[src/hw/rtl/arpc_pkg.sv]
// Shared types and codes for the ARP cache chain.
// No dependencies; imported by every module of the block.
`timescale 1ns / 1ps

package arpc_pkg;

  localparam int ARPC_ENTRIES = 16;

  localparam int IP_W  = 32;
  localparam int MAC_W = 48;
  localparam int ACT_W = 2;
  localparam int ST_W  = 3;

  // action codes
  localparam logic [ACT_W-1:0] ACT_LEARN   = 2'd0;
  localparam logic [ACT_W-1:0] ACT_REQUEST = 2'd1;
  localparam logic [ACT_W-1:0] ACT_LOOKUP  = 2'd2;

  // status codes
  localparam logic [ST_W-1:0] ST_UPDATED  = 3'd0;
  localparam logic [ST_W-1:0] ST_INSERTED = 3'd1;
  localparam logic [ST_W-1:0] ST_DROPPED  = 3'd2;
  localparam logic [ST_W-1:0] ST_REPLY    = 3'd3;
  localparam logic [ST_W-1:0] ST_NOT_US   = 3'd4;
  localparam logic [ST_W-1:0] ST_HIT      = 3'd5;
  localparam logic [ST_W-1:0] ST_MISS     = 3'd6;

  // Item walking down the cell chain.
  typedef struct packed {
    logic             vld;
    logic [ACT_W-1:0] act;
    logic [IP_W-1:0]  ip;        // peer_ip
    logic [MAC_W-1:0] mac;       // peer_mac, replaced by entry MAC on lookup hit
    logic [IP_W-1:0]  asked_ip;
    logic             done;      // a cell has consumed the item
    logic             ins;       // done by filling a free cell
  } arpc_tok_t;

endpackage

[src/hw/rtl/arpc_out.sv]
// Result stage: turns the item leaving the chain into status/MAC and holds it.
// Depends on arpc_pkg.
`timescale 1ns / 1ps

module arpc_out
  import arpc_pkg::*;
(
  input  logic             clk,
  input  logic             rst,
  input  logic             adv,
  input  arpc_tok_t        tok_in,
  input  logic [IP_W-1:0]  own_ip,
  output logic             out_valid,
  output logic [ST_W-1:0]  status,
  output logic [MAC_W-1:0] found_mac
);

  logic [ST_W-1:0]  status_next;
  logic [MAC_W-1:0] found_mac_next;

  always_comb begin
    status_next    = ST_MISS;
    found_mac_next = '0;
    case (tok_in.act)
      ACT_LEARN: begin
        if (tok_in.ip == '0) begin
          status_next = ST_DROPPED;
        end else if (tok_in.ins) begin
          status_next = ST_INSERTED;
        end else if (tok_in.done) begin
          status_next = ST_UPDATED;
        end else begin
          status_next = ST_DROPPED;
        end
      end
      ACT_REQUEST: begin
        if (tok_in.asked_ip == own_ip) begin
          status_next    = ST_REPLY;
          found_mac_next = tok_in.mac;
        end else begin
          status_next = ST_NOT_US;
        end
      end
      ACT_LOOKUP: begin
        if (tok_in.done) begin
          status_next    = ST_HIT;
          found_mac_next = tok_in.mac;
        end
      end
      default: begin
        status_next = ST_MISS;
      end
    endcase
  end

  always_ff @(posedge clk) begin
    if (rst) begin
      out_valid <= 1'b0;
    end else if (adv) begin
      out_valid <= tok_in.vld;
    end
  end

  always_ff @(posedge clk) begin
    if (adv) begin
      status    <= status_next;
      found_mac <= found_mac_next;
    end
  end

endmodule

[config.mk]
export PLATFORM = sky130hd
export DESIGN_NAME = arpc_out
export DESIGN_NICKNAME = d
export VERILOG_FILES = /design/src/hw/rtl/arpc_pkg.sv /design/src/hw/rtl/arpc_out.sv
export SDC_FILE = /design/constraint.sdc
export NUM_CORES = 1
export LEC_CHECK = 0
export ABC_CLOCK_PERIOD_IN_PS = 1500
export BUFFER_PORTS_ARGS = -buffer_cell sky130_fd_sc_hd__buf_2
export CORE_MARGIN = 3
export CORE_UTILIZATION = 28
export CTS_CLUSTER_SIZE = 20
export DETAILED_ROUTE_END_ITERATION = 10
export GPL_TIMING_DRIVEN = 0
export PLACE_DENSITY_LB_ADDON = 0.3
export SKIP_CTS_REPAIR_TIMING = 1
export SYNTH_ARGS = -nofsm -noshare
export SYNTH_HDL_FRONTEND = slang
export SYNTH_SLANG_ARGS = --single-unit
[constraint.sdc]
create_clock -name clk -period 1.5 [get_ports clk]
set_input_delay 0.075 -clock clk [delete_from_list [all_inputs] [get_ports clk]]
set_output_delay 0.075 -clock clk [all_outputs]
set_load 0.01 [all_outputs]
==> flow_summary.ini <==
[setup_path]
arrival_ns = 1.55
crit_path_max_incr_delay_ns = 0.40
required_ns = 1.66
cp_common_cell = buf_6
crit_fanout = 10
crit_chain = buf_2, xnor2_1, nand4_1, nor4_4, a31oi_1, buf_6, buf_6, nor2b_1
critPathBufInv = 3
crit_family = simple AND/OR/NAND/NOR gates
slowest_stage = nor4_4
cp-start-kind = input port
criticalPathCategory = in2reg
cp-end-kind = flop

[placement]
portBuffers = 203
place_area_um2 = 3720
dp_hpwl_um = 5450
place_congestion = 0.757

[die]
initial_core_util_pct = 29.2
num_io_pins = 204
die_h_um = 102
dieArea_um2 = 10400
core_region_area_um2 = 8810
die_x_um = 102
rows = 34

[timing]
fin_crit_ns = 1.40
fin_worst_skew_ns = 0
max_clock_freq_ghz = 0.716
slew_viol_final = 0
final_hold_viol_count = 0
timing.hold.ws_ns = 0.00844
relSlewSlack_pct = 22.6
fin_crit_sh_pct = 93.0
rsz0062_at_grt = no
setup_violations = 0
tightest_slew_ns = 1.16

[synth]
synth_top_area_share_pct = 59.5
synth_fp_nets = 337
syn_inst = 181
ys_seq_area_share_pct = 60.3
syn_avg_cell_area_um2 = 14.2
yosysUniqueCellTypes = 29
ys_ff_latch = 52
netlist_top_cells_area = edfxtp_1 (60%), xnor2_1 (11%), nor2b_2 (4.8%)
yosysWarnings = 0
syn_area_um2 = 2570
synth_area_leader_cell = edfxtp_1

[grt]
use_met2_pct = 22.3
grt_pass1_wl_um = 9350
grt_start_max_net_pins = 53
grt_overflow_total = 0
use_met3_pct = 3.34
antenna_found_initial = 0
met1_usage_pct = 11.8
grt_pass1_vias = 2139
gr-usage-all-layers_pct = 11.5
busiest_layer = met2

[power_and_ir_drop]
peakVddDrop_uv = 457
p_leak_nw = 1.72
p_seq_share_pct = 55.7
intPower_w = 0.00233
switchingPower_w = 0.000733
p_per_area_nw_per_um2 = 799
pwr-share-clk_pct = 25.9
swShare_pct = 23.9
combPwrFrac_pct = 18.3

[hold_path]
worstHoldPathType = in2reg

[clocking]
htree_levels = 2
root_buffer = clkbuf_8
clockBufferDepth = 2
cts_tree = yes
clkTransAtPathRegs_ns = 0.09
numCtsBuffers = 5
clock_latency_ns = 0.30
clock-sinks = 52

[cells_and_area]
antenna_cells = 0
drive_gt1_share_pct = 60.1
syn2layout_area_growth_pct = 49.0
post-route-cell-area_um2 = 3830
fin_nets = 548
postLayoutCoreUtil_pct = 43.5

[routing]
drcViolationCount = 0
final_antenna_net_count = 0
via_per_inst = 4.31
initialDrtViolationCount = 24
wirelength_um = 6480
routedWlPerCell_um = 12.9
num_vias = 2159
firstDrtPassIters = 4

[run_status]
outcome = finished clean

[run]
maxCapViolCount = 0
==> cell usage after synthesis, drive strengths merged <==
| cell | instances |
|---|---|
| a211o | 1 |
| a21oi | 2 |
| a31oi | 1 |
| a32oi | 1 |
| and2 | 1 |
| and2b | 10 |
| and3 | 1 |
| buf | 4 |
| clkbuf | 1 |
| dfxtp | 1 |
| edfxtp | 51 |
| ha | 4 |
| inv | 3 |
| mux2i | 1 |
| nand2 | 2 |
| nand3 | 2 |
| nand4 | 10 |
| nor2 | 4 |
| nor2b | 37 |
| nor4 | 10 |
| o211ai | 1 |
| o21ai | 1 |
| xnor2 | 32 |
==> cell usage in the layout, fill, tap and decap left out, types with 3 or more instances in the layout <==
| cell | count |
|---|---|
| buf_2 | 204 |
| edfxtp_1 | 51 |
| xnor2_1 | 32 |
| nor2b_1 | 19 |
| nor2b_2 | 14 |
| nand4_1 | 10 |
| and2b_1 | 10 |
| nor4_1 | 8 |
| clkbuf_8 | 5 |
| nor2_1 | 4 |
| nor2b_4 | 4 |
| ha_1 | 4 |
| inv_1 | 3 |
==> cell type report <==
type                       count  area [um2]
clock buffer                   5        68.8
buffer                         5        62.6
timing repair buffer         204        1030
clock inverter                 3        21.3
tap                          108         135
multi-input combinational    121         958
sequential                    52        1550
fill                         836        4970
inverter                       3        11.3
==> layer usage <==
| layer | vias up | share of wire [%] |
|---|---|---|
| li1 | 1066 | - |
| met1 | 957 | 36 |
| met2 | 125 | 52 |
| met3 | 11 | 10 |
| met4 | 0 | 1.9 |
| met5 | - | 0 |
==> sequential cells by signal, summed over array words and instances (netlist names) <==
register   count
out_valid      1
status         3
found_mac     48
==> cells by family (layout without fill, tap and decap cells) <==
kind of cell               after synthesis  count (layout)  synth area share, %
AOI/OAI and AO/OA                        7               7                 1.80
xor gates and xnor gates                32              32                 10.9
adders and majority gates                4               4                 1.94
buffers and inverters                    8             220                 2.82
DFF                                     52              52                 60.3
muxes                                    1               1                0.389
and+or+nand+nor                         77              77                 21.9
==> through the flow <==
stage / power (W) / TNS, ns / cells / worst slack (ns)
3_3_place_gp: 0.00230 / -12.00 / 492 / -0.377
2_1_floorplan: 0.00196 / 0 / 181 / 0.00771
5_1_grt: 0.00322 / 0 / 501 / 0.00779
4_1_cts: 0.00311 / -0.208 / 500 / -0.0574
3_5_place_dp: 0.00231 / -12.30 / 492 / -0.394
6_report: 0.00306 / 0 / 501 / 0.104
==> worst min-delay path, stage by stage <==
cell     delay, ns
buf_2         0.08
mux2i_1       0.05
nor2_1        0.07
==> final timing paths <==
kind	slack, ns	start	cells past startpoint	end
setup reg to reg	0.92	out_valid	2	out_valid
setup / recovery	0.10	own_ip[3]	8	found_mac[26]
hold / removal	0.008	tok_in[116]	3	out_valid
hold reg to reg	0.50	out_valid	2	out_valid
==> power groups by stage <==
| stage | logic, W | registers [W] | clock network, W |
|---|---|---|---|
| 5_1_grt | 0.000615 | 0.00172 | 0.000886 |
| 4_1_cts | 0.000568 | 0.00171 | 0.000836 |
| 6_report | 0.000561 | 0.00171 | 0.000794 |
| 3_3_place_gp | 0.000557 | 0.00174 | 0 |
| 2_1_floorplan | 0.000167 | 0.00180 | 0 |
| 3_5_place_dp | 0.000567 | 0.00174 | 0 |
Note: power is estimated with default switching activity, not from simulation.
