`src/hw/rtl/arpc_pkg.sv`:
```
// Shared types and codes for the ARP cache chain.
// No dependencies; imported by every module of the block.
`timescale 1ns / 1ps

package arpc_pkg;

  localparam int ARPC_ENTRIES = 16;

  localparam int IP_W  = 32;
  localparam int MAC_W = 48;
  localparam int ACT_W = 2;
  localparam int ST_W  = 3;

  // action codes
  localparam logic [ACT_W-1:0] ACT_LEARN   = 2'd0;
  localparam logic [ACT_W-1:0] ACT_REQUEST = 2'd1;
  localparam logic [ACT_W-1:0] ACT_LOOKUP  = 2'd2;

  // status codes
  localparam logic [ST_W-1:0] ST_UPDATED  = 3'd0;
  localparam logic [ST_W-1:0] ST_INSERTED = 3'd1;
  localparam logic [ST_W-1:0] ST_DROPPED  = 3'd2;
  localparam logic [ST_W-1:0] ST_REPLY    = 3'd3;
  localparam logic [ST_W-1:0] ST_NOT_US   = 3'd4;
  localparam logic [ST_W-1:0] ST_HIT      = 3'd5;
  localparam logic [ST_W-1:0] ST_MISS     = 3'd6;

  // Item walking down the cell chain.
  typedef struct packed {
    logic             vld;
    logic [ACT_W-1:0] act;
    logic [IP_W-1:0]  ip;        // peer_ip
    logic [MAC_W-1:0] mac;       // peer_mac, replaced by entry MAC on lookup hit
    logic [IP_W-1:0]  asked_ip;
    logic             done;      // a cell has consumed the item
    logic             ins;       // done by filling a free cell
  } arpc_tok_t;

endpackage

```
`src/hw/rtl/arpc_cell.sv`:
```
// One cache entry of the chain: holds an IP/MAC pair and passes the item on.
// Depends on arpc_pkg.
`timescale 1ns / 1ps

module arpc_cell
  import arpc_pkg::*;
(
  input  logic      clk,
  input  logic      rst,
  input  logic      adv,
  input  arpc_tok_t tok_in,
  output arpc_tok_t tok_out
);

  logic [IP_W-1:0]  ent_ip;
  logic [MAC_W-1:0] ent_mac;
  arpc_tok_t        tok;

  logic             live;
  logic             match;
  logic             is_free;
  logic             do_upd;
  logic             do_ins;
  logic             do_hit;
  arpc_tok_t        tok_next;

  always_comb begin
    live    = tok_in.vld && !tok_in.done && (tok_in.ip != '0);
    match   = live && (ent_ip == tok_in.ip);
    is_free = (ent_ip == '0);
    // free cells only form a tail, so every used cell was already checked
    do_upd  = match && (tok_in.act == ACT_LEARN);
    do_ins  = live && !match && is_free && (tok_in.act == ACT_LEARN);
    do_hit  = match && (tok_in.act == ACT_LOOKUP);

    tok_next = tok_in;
    if (do_upd || do_ins || do_hit) begin
      tok_next.done = 1'b1;
    end
    if (do_ins) begin
      tok_next.ins = 1'b1;
    end
    if (do_hit) begin
      tok_next.mac = ent_mac;
    end
  end

  always_ff @(posedge clk) begin
    if (rst) begin
      ent_ip  <= '0;
      ent_mac <= '0;
      tok     <= '0;
    end else if (adv) begin
      tok <= tok_next;
      if (do_ins) begin
        ent_ip <= tok_in.ip;
      end
      if (do_upd || do_ins) begin
        ent_mac <= tok_in.mac;
      end
    end
  end

  assign tok_out = tok;

endmodule

```
`config.mk`:
```
export PLATFORM = sky130hd
export DESIGN_NAME = arpc_cell
export DESIGN_NICKNAME = d
export VERILOG_FILES = /design/src/hw/rtl/arpc_pkg.sv /design/src/hw/rtl/arpc_cell.sv
export SDC_FILE = /design/constraint.sdc
export NUM_CORES = 1
export LEC_CHECK = 0
export BUFFER_PORTS_ARGS = -buffer_cell sky130_fd_sc_hd__buf_4
export CAP_MARGIN = 0
export CORE_ASPECT_RATIO = 1.5
export CORE_MARGIN = 5
export CORE_UTILIZATION = 45
export DETAILED_ROUTE_END_ITERATION = 8
export PLACE_DENSITY = 0.74
export SKIP_LAST_GASP = 1
export SLEW_MARGIN = 30
export SYNTH_ARGS = -nofsm -noshare
export SYNTH_HDL_FRONTEND = slang
export SYNTH_SLANG_ARGS = --single-unit
```
`constraint.sdc`:
```
create_clock -name clk -period 2.5 [get_ports clk]
set_input_delay 0.25 -clock clk [delete_from_list [all_inputs] [get_ports clk]]
set_output_delay 0.25 -clock clk [all_outputs]
set_load 0.05 [all_outputs]
```
==> results.cfg, run 1 <==
[clock_tree]
htree_levels = 4
post_cts.repair.setup_buffers = 0
cts_buffers = 17
clockRootBuffer = clkbuf_16
cts_resized = 0
holdBufCountCts = 0
clk_latency_ns = 0.43
cts_tree = yes
path_clk_slew_ns = 0.08
clock_sink_count = 197
cts_buffer_depth = 2

[synth]
yosysSeqAreaShare_pct = 46.3
synth_cell_types = 26
ys_ff_latch = 197
syn-cell-area_um2 = 8520
yosysWarnings = 0
syn_area_per_cell_um2 = 9.61
syn_nets = 1007
synthCells = 887

[grt]
grt.total_usage_pct = 21.5
antenna_found_initial = 0
top_usage_layer = met2
met3_usage_pct = 5.11
grt_first_pass_wirelength_um = 37100
grt-ovfl-total = 0
grtUsageMet1_pct = 24.9
grt_pass1_vias = 7152
use_met2_pct = 38.0
grt_max_degree = 153

[critical_path]
cpPeakStageDelay_ns = 0.44
worstPathRequired_ns = 2.83
arrival_ns = 2.51
worstSetupPathType = register to register
cp_max_fo = 30
cp-start-kind = register
cp_cell_sequence = xnor2_1 > nand4_1 > nor4_4 > buf_4 > a311oi_1 > a311oi_1
worst_path_max_delay_cell = nor4_4
cp_num_buf_inv = 1
endpoint_kind = register
cp.depth = 6
cp_top_family = simple AND/OR/NAND/NOR gates
crit_path_frequent_cell = a311oi_1
reg2regPathDepth = 6

[pwr]
p_leak_nw = 4.89
peakVddDrop_mv = 0.470
power_density_nw_per_um2 = 659
power_mw = 7.33

[floorplanning]
std_cell_rows = 61
num_io_pins = 237
core_um2 = 18600
initial_core_util_pct = 45.8
dieArea_um2 = 21900
dieHeight_um = 179
die_w_um = 122

[sta]
period_share_pct = 87.1
fin_crit_ns = 2.18
fin_skew_ns = 0.0116
relSlewSlack_pct = 43.9
holdWs_ns = 0.0524
tightest_slew_ns = 0.842
hold_viol_final = 0
fin_ws_ns = 0.323
slew_viol_final = 0
setup_viol = 0
fmax_ghz = 0.459
tns_ns = 0
grt_setup_unrepaired = false

[detailed_routing]
avgRoutedWirePerCell_um = 17.6
dr.pass1.iters = 5
viasPerCell = 5.37
drc = 0
num_vias = 7223
wl_um = 23700
ant_nets = 0
drt_iter0_markers = 390

[layout]
final_net_count = 1201
antennaDiodeCount = 0
area.growth.synth_to_final_pct = 30.4
layoutNonFillerInstCount = 1346
layout-drive-gt1-share_pct = 26.7
fillers = 1703

[placed_design]
dp_hpwl_um = 16200
dp_slack_ns = 0.232
portBuffers = 236
dp.cells = 1314
gp_congestion = 0.885

[flow_run]
maxCapViolCount = 0

[outcome]
outcome = completed

[worst_hold_path]
hold_path.class = input pin to register
hold_depth = 3
[power by group]
| part | switching (mW) | total [mW] | internal [mW] |
|---|---|---|---|
| logic | 0.810 | 1.30 | 0.493 |
| clock network | 1.32 | 2.67 | 1.35 |
| registers | 0.0775 | 3.35 | 3.27 |
[flip-flops by register name, summed over array words and instances (netlist names)]
name	flops
ent_ip	32
ent_mac	48
tok_out	117
[logic make-up after synthesis]
kind of cell / share of synthesized area (%)
xor gates and xnor gates: 3.29
DFF: 46.3
and+or+nand+nor: 14.2
muxes: 13.5
AOI/OAI and AO/OA: 16.8
buffers and inverters: 5.89
[stage by stage]
step	instance area (um^2)	util, %
after floorplan	8520	-
after global placement	10500	56.6
after detailed placement	10500	56.6
after CTS	11100	59.7
after global routing	11100	59.7
final	11100	59.7
[path summary, 6_finish.rpt]
kind / end / startpoint / slack, ns
max: tok_out[50] / ent_ip[25] / 0.32
min: tok_out[32] / tok_in[32] / 0.05
max reg2reg: tok_out[50] / ent_ip[25] / 0.32
min reg2reg: tok_out[34] / ent_mac[0] / 0.46
[layer usage]
metal / wire length [um] / up-vias
met3: 1350 / 38
met2: 12400 / 216
met5: 0 / -
li1: - / 3530
met4: 578 / 0
met1: 9300 / 3439
[synthesized netlist by cell type]
| cell type | instances | area share [%] |
|---|---|---|
| dfxtp_1 | 197 | 46 |
| mux2i_1 | 115 | 14 |
| nor2_1 | 100 | 4.4 |
| a311oi_1 | 97 | 10 |
| nand2b_1 | 96 | 7.0 |
| clkbuf_1 | 60 | 2.6 |
| inv_1 | 49 | 2.2 |
| o21bai_1 | 49 | 4.3 |
| a21oi_1 | 34 | 2.0 |
| xnor2_1 | 32 | 3.3 |
| nor4_1 | 16 | 1.2 |
| buf_2 | 11 | 0.65 |
| nand4_1 | 10 | 0.73 |
| buf_1 | 6 | 0.26 |
| and4_1 | 2 | 0.21 |
| buf_4 | 2 | 0.18 |
| nor4_2 | 2 | 0.29 |
| a2111oi_4 | 1 | 0.32 |
| a211oi_1 | 1 | 0.088 |
| a31oi_1 | 1 | 0.073 |
| and3_1 | 1 | 0.073 |
| nand2_1 | 1 | 0.044 |
| nand3b_1 | 1 | 0.088 |
| nor2b_1 | 1 | 0.073 |
| nor3b_1 | 1 | 0.088 |
| o22ai_1 | 1 | 0.073 |
[cells in the final DEF (no fill, tap or decap), types with 2 or more instances in the layout]
| master | count |
|---|---|
| buf_4 | 247 |
| dfxtp_1 | 197 |
| mux2i_1 | 115 |
| nor2_1 | 100 |
| a311oi_1 | 97 |
| nand2b_1 | 96 |
| inv_1 | 49 |
| o21bai_1 | 49 |
| a21oi_1 | 33 |
| xnor2_1 | 32 |
| clkbuf_16 | 17 |
| nor4_1 | 16 |
| nand4_1 | 10 |
| inv_6 | 7 |
| buf_12 | 5 |
| and4_1 | 2 |
| nor4_4 | 2 |
| inv_8 | 2 |
| clkinv_2 | 2 |
| clkinv_8 | 2 |
| buf_6 | 2 |
[final cells by class]
class,count,area [um^2],area share (%)
clock buffers,18,439,3.95
clock inverters,14,135,1.22
inverters,49,184,1.65
multi-input cells,562,4120,37.1
flip-flops and latches,197,3940,35.5
well taps,252,315,2.84
repair buffers,254,1980,17.8
[tightest hold or removal path, cell delays in order]
cell,delay [ns]
buf_4,0.08
mux2i_1,0.05
nor2_1,0.07
No activity file was read; power rests on OpenSTA's default activity.
==> run 2, diff against run 1 <==
--- a/config.mk
+++ b/config.mk
@@ -10,10 +10,11 @@
 export CORE_ASPECT_RATIO = 1.5
 export CORE_MARGIN = 5
 export CORE_UTILIZATION = 45
+export CTS_BUF_LIST = sky130_fd_sc_hd__clkbuf_4 sky130_fd_sc_hd__clkbuf_8
 export DETAILED_ROUTE_END_ITERATION = 8
 export PLACE_DENSITY = 0.74
 export SKIP_LAST_GASP = 1
-export SLEW_MARGIN = 30
+export SLEW_MARGIN = 20
 export SYNTH_ARGS = -nofsm -noshare
 export SYNTH_HDL_FRONTEND = slang
 export SYNTH_SLANG_ARGS = --single-unit
==> run 2 against run 1 <==
Setup slack lost 0.012 ns; non-clock buffer count rose by 32; wire length grew 1.3%; die area is the same; global-route usage grew 0.30 points; first-iteration DRC count up 12%; core utilization up 0.69 points.
==> results.cfg, run 2 (synthesis results as in run 1) <==
[critical_path]
reg2reg_from = ent_ip[1]
crit_path_frequent_cell = a311oi_1
cpPeakStageDelay_ns = 0.43
reg2regPathDepth = 6
cp_cell_sequence = xnor2_1 > nand4_1 > nor4_4 > buf_4 > a311oi_1 > a311oi_1
cp.depth = 6
worstPathRequired_ns = 2.88
arrival_ns = 2.56
cp_top_family = simple AND/OR/NAND/NOR gates
worstSetupPathType = register to register
ff2ff_setup_slack_ns = 0.31
cp-start-kind = register
worst_path_max_delay_cell = nor4_4
cp_max_fo = 30
endpoint_kind = register
timing.rr.end = tok_out[59]
cp_num_buf_inv = 1

[clock_tree]
clk_latency_ns = 0.47
htree_levels = 4
clock_sink_count = 197
cts_buffers = 17
post_cts.repair.setup_buffers = 0
cts_tree = yes
path_clk_slew_ns = 0.11
clockRootBuffer = clkbuf_8
cts_buffer_depth = 2

[floorplanning]
num_io_pins = 237
core_um2 = 18600
dieArea_um2 = 21900
die_w_um = 122
std_cell_rows = 61
dieHeight_um = 179
initial_core_util_pct = 45.8

[worst_hold_path]
worstHoldStart = tok_in[18]
holdPathEnd = tok_out[18]
hold_depth = 3
hold_path.class = input pin to register

[sta]
fmax_ghz = 0.457
hold_viol_final = 0
tns_ns = 0
slew_viol_final = 0
tightest_slew_ns = 0.815
fin_skew_ns = 0.0171
relSlewSlack_pct = 45.7
setup_viol = 0
grt_setup_unrepaired = false
fin_crit_ns = 2.19
period_share_pct = 87.6

[detailed_routing]
drt_iter0_markers = 437
dr.pass1.iters = 4
viasPerCell = 5.33
ant_nets = 0
drc = 0
num_vias = 7342
avgRoutedWirePerCell_um = 17.4
wl_um = 24000

[grt]
grt_max_degree = 153
grt.total_usage_pct = 21.8
grt_pass1_vias = 7300
antenna_found_initial = 0
grt_first_pass_wirelength_um = 37600
grt-ovfl-total = 0

[pwr]
p_leak_nw = 4.94
power_density_nw_per_um2 = 596
switching_power_mw = 2.14
power_mw = 6.70
comb_power_share_pct = 20.1
seq_power_share_pct = 50.0
swShare_pct = 31.9
p_clk_share_pct = 29.9
peakVddDrop_mv = 0.470
intPower_mw = 4.57

[placed_design]
dpl_cell_area_um2 = 10500
portBuffers = 236
gp_congestion = 0.885
dp_hpwl_um = 16200

[layout]
final_common_cell = buf_4
layout-drive-gt1-share_pct = 25.9
area.growth.synth_to_final_pct = 31.9
fillers = 1690
largest_register_ffs = 117
final_net_count = 1233
mostFrequentLayoutCells = buf_4, dfxtp_1, mux2i_1
antennaDiodeCount = 0
final_cell_area_um2 = 11200

[outcome]
outcome = completed

[flow_run]
maxCapViolCount = 0
[run 2: changes by cell type in the layout (fill, tap and decap cells not counted), sizes merged]
cell / before / now
dlygate4sd3: 0 / 32
[run 2: stage by stage]
step	cells	setup slack (ns)	utilization, %	hold slack (ns)
finish	1378	0.311	60.4	0.0369
global route	1378	0.155	60.4	0.00898
CTS	1378	0.326	60.4	0.00127
detailed placement	1314	0.232	56.6	0.457
global placement	1314	0.268	56.6	0.450
floorplan	887	0.615	-	0.391
[run 2: final cells by class]
type | instances | area, um^2 | share of cell area [%]
clock buffers | 18 | 248 | 2.20
clock inverters | 14 | 135 | 1.20
inverters | 49 | 184 | 1.64
multi-input cells | 562 | 4120 | 36.7
flip-flops and latches | 197 | 3940 | 35.1
well taps | 252 | 315 | 2.80
repair buffers | 286 | 2300 | 20.4
[run 2: power by group through the flow]
stage	sequential, mW	combinational [mW]	clock [mW]
floorplan	3.83	0.403	0
global placement	3.42	1.30	0
detailed placement	3.42	1.31	0
CTS	3.35	1.35	2.07
global route	3.37	1.43	2.20
finish	3.35	1.35	2.00
[run 2: worst max-delay path by stage]
stage                       end       start
floorplan           ent_mac[38]  ent_ip[26]
global placement    tok_out[74]  tok_in[98]
finish              tok_out[59]   ent_ip[1]
CTS                  ent_ip[31]  ent_ip[25]
detailed placement  tok_out[71]  tok_in[98]
global route        tok_out[41]  ent_ip[16]
[run 2: tightest hold or removal path, stage by stage]
cell and delay (ns):
buf_4 0.07, mux2i_1 0.05, nor2_1 0.09
[run 2: layer usage]
| layer | routed length [um] | global-route usage, % | share of wire, % | up-vias |
|---|---|---|---|---|
| li1 | - | - | - | 3593 |
| met1 | 9440 | 25.1 | 39 | 3476 |
| met2 | 12400 | 38.3 | 52 | 226 |
| met3 | 1340 | 5.43 | 5.6 | 47 |
| met4 | 778 | 8.59 | 3.2 | 0 |
| met5 | 0 | 0 | 0 | - |
[run 2: what timing repair did]
item | CTS | global route
hold buffers | 32 | 0
hold endpoints to repair | 32 | 0
gates resized for setup | 0 | 0
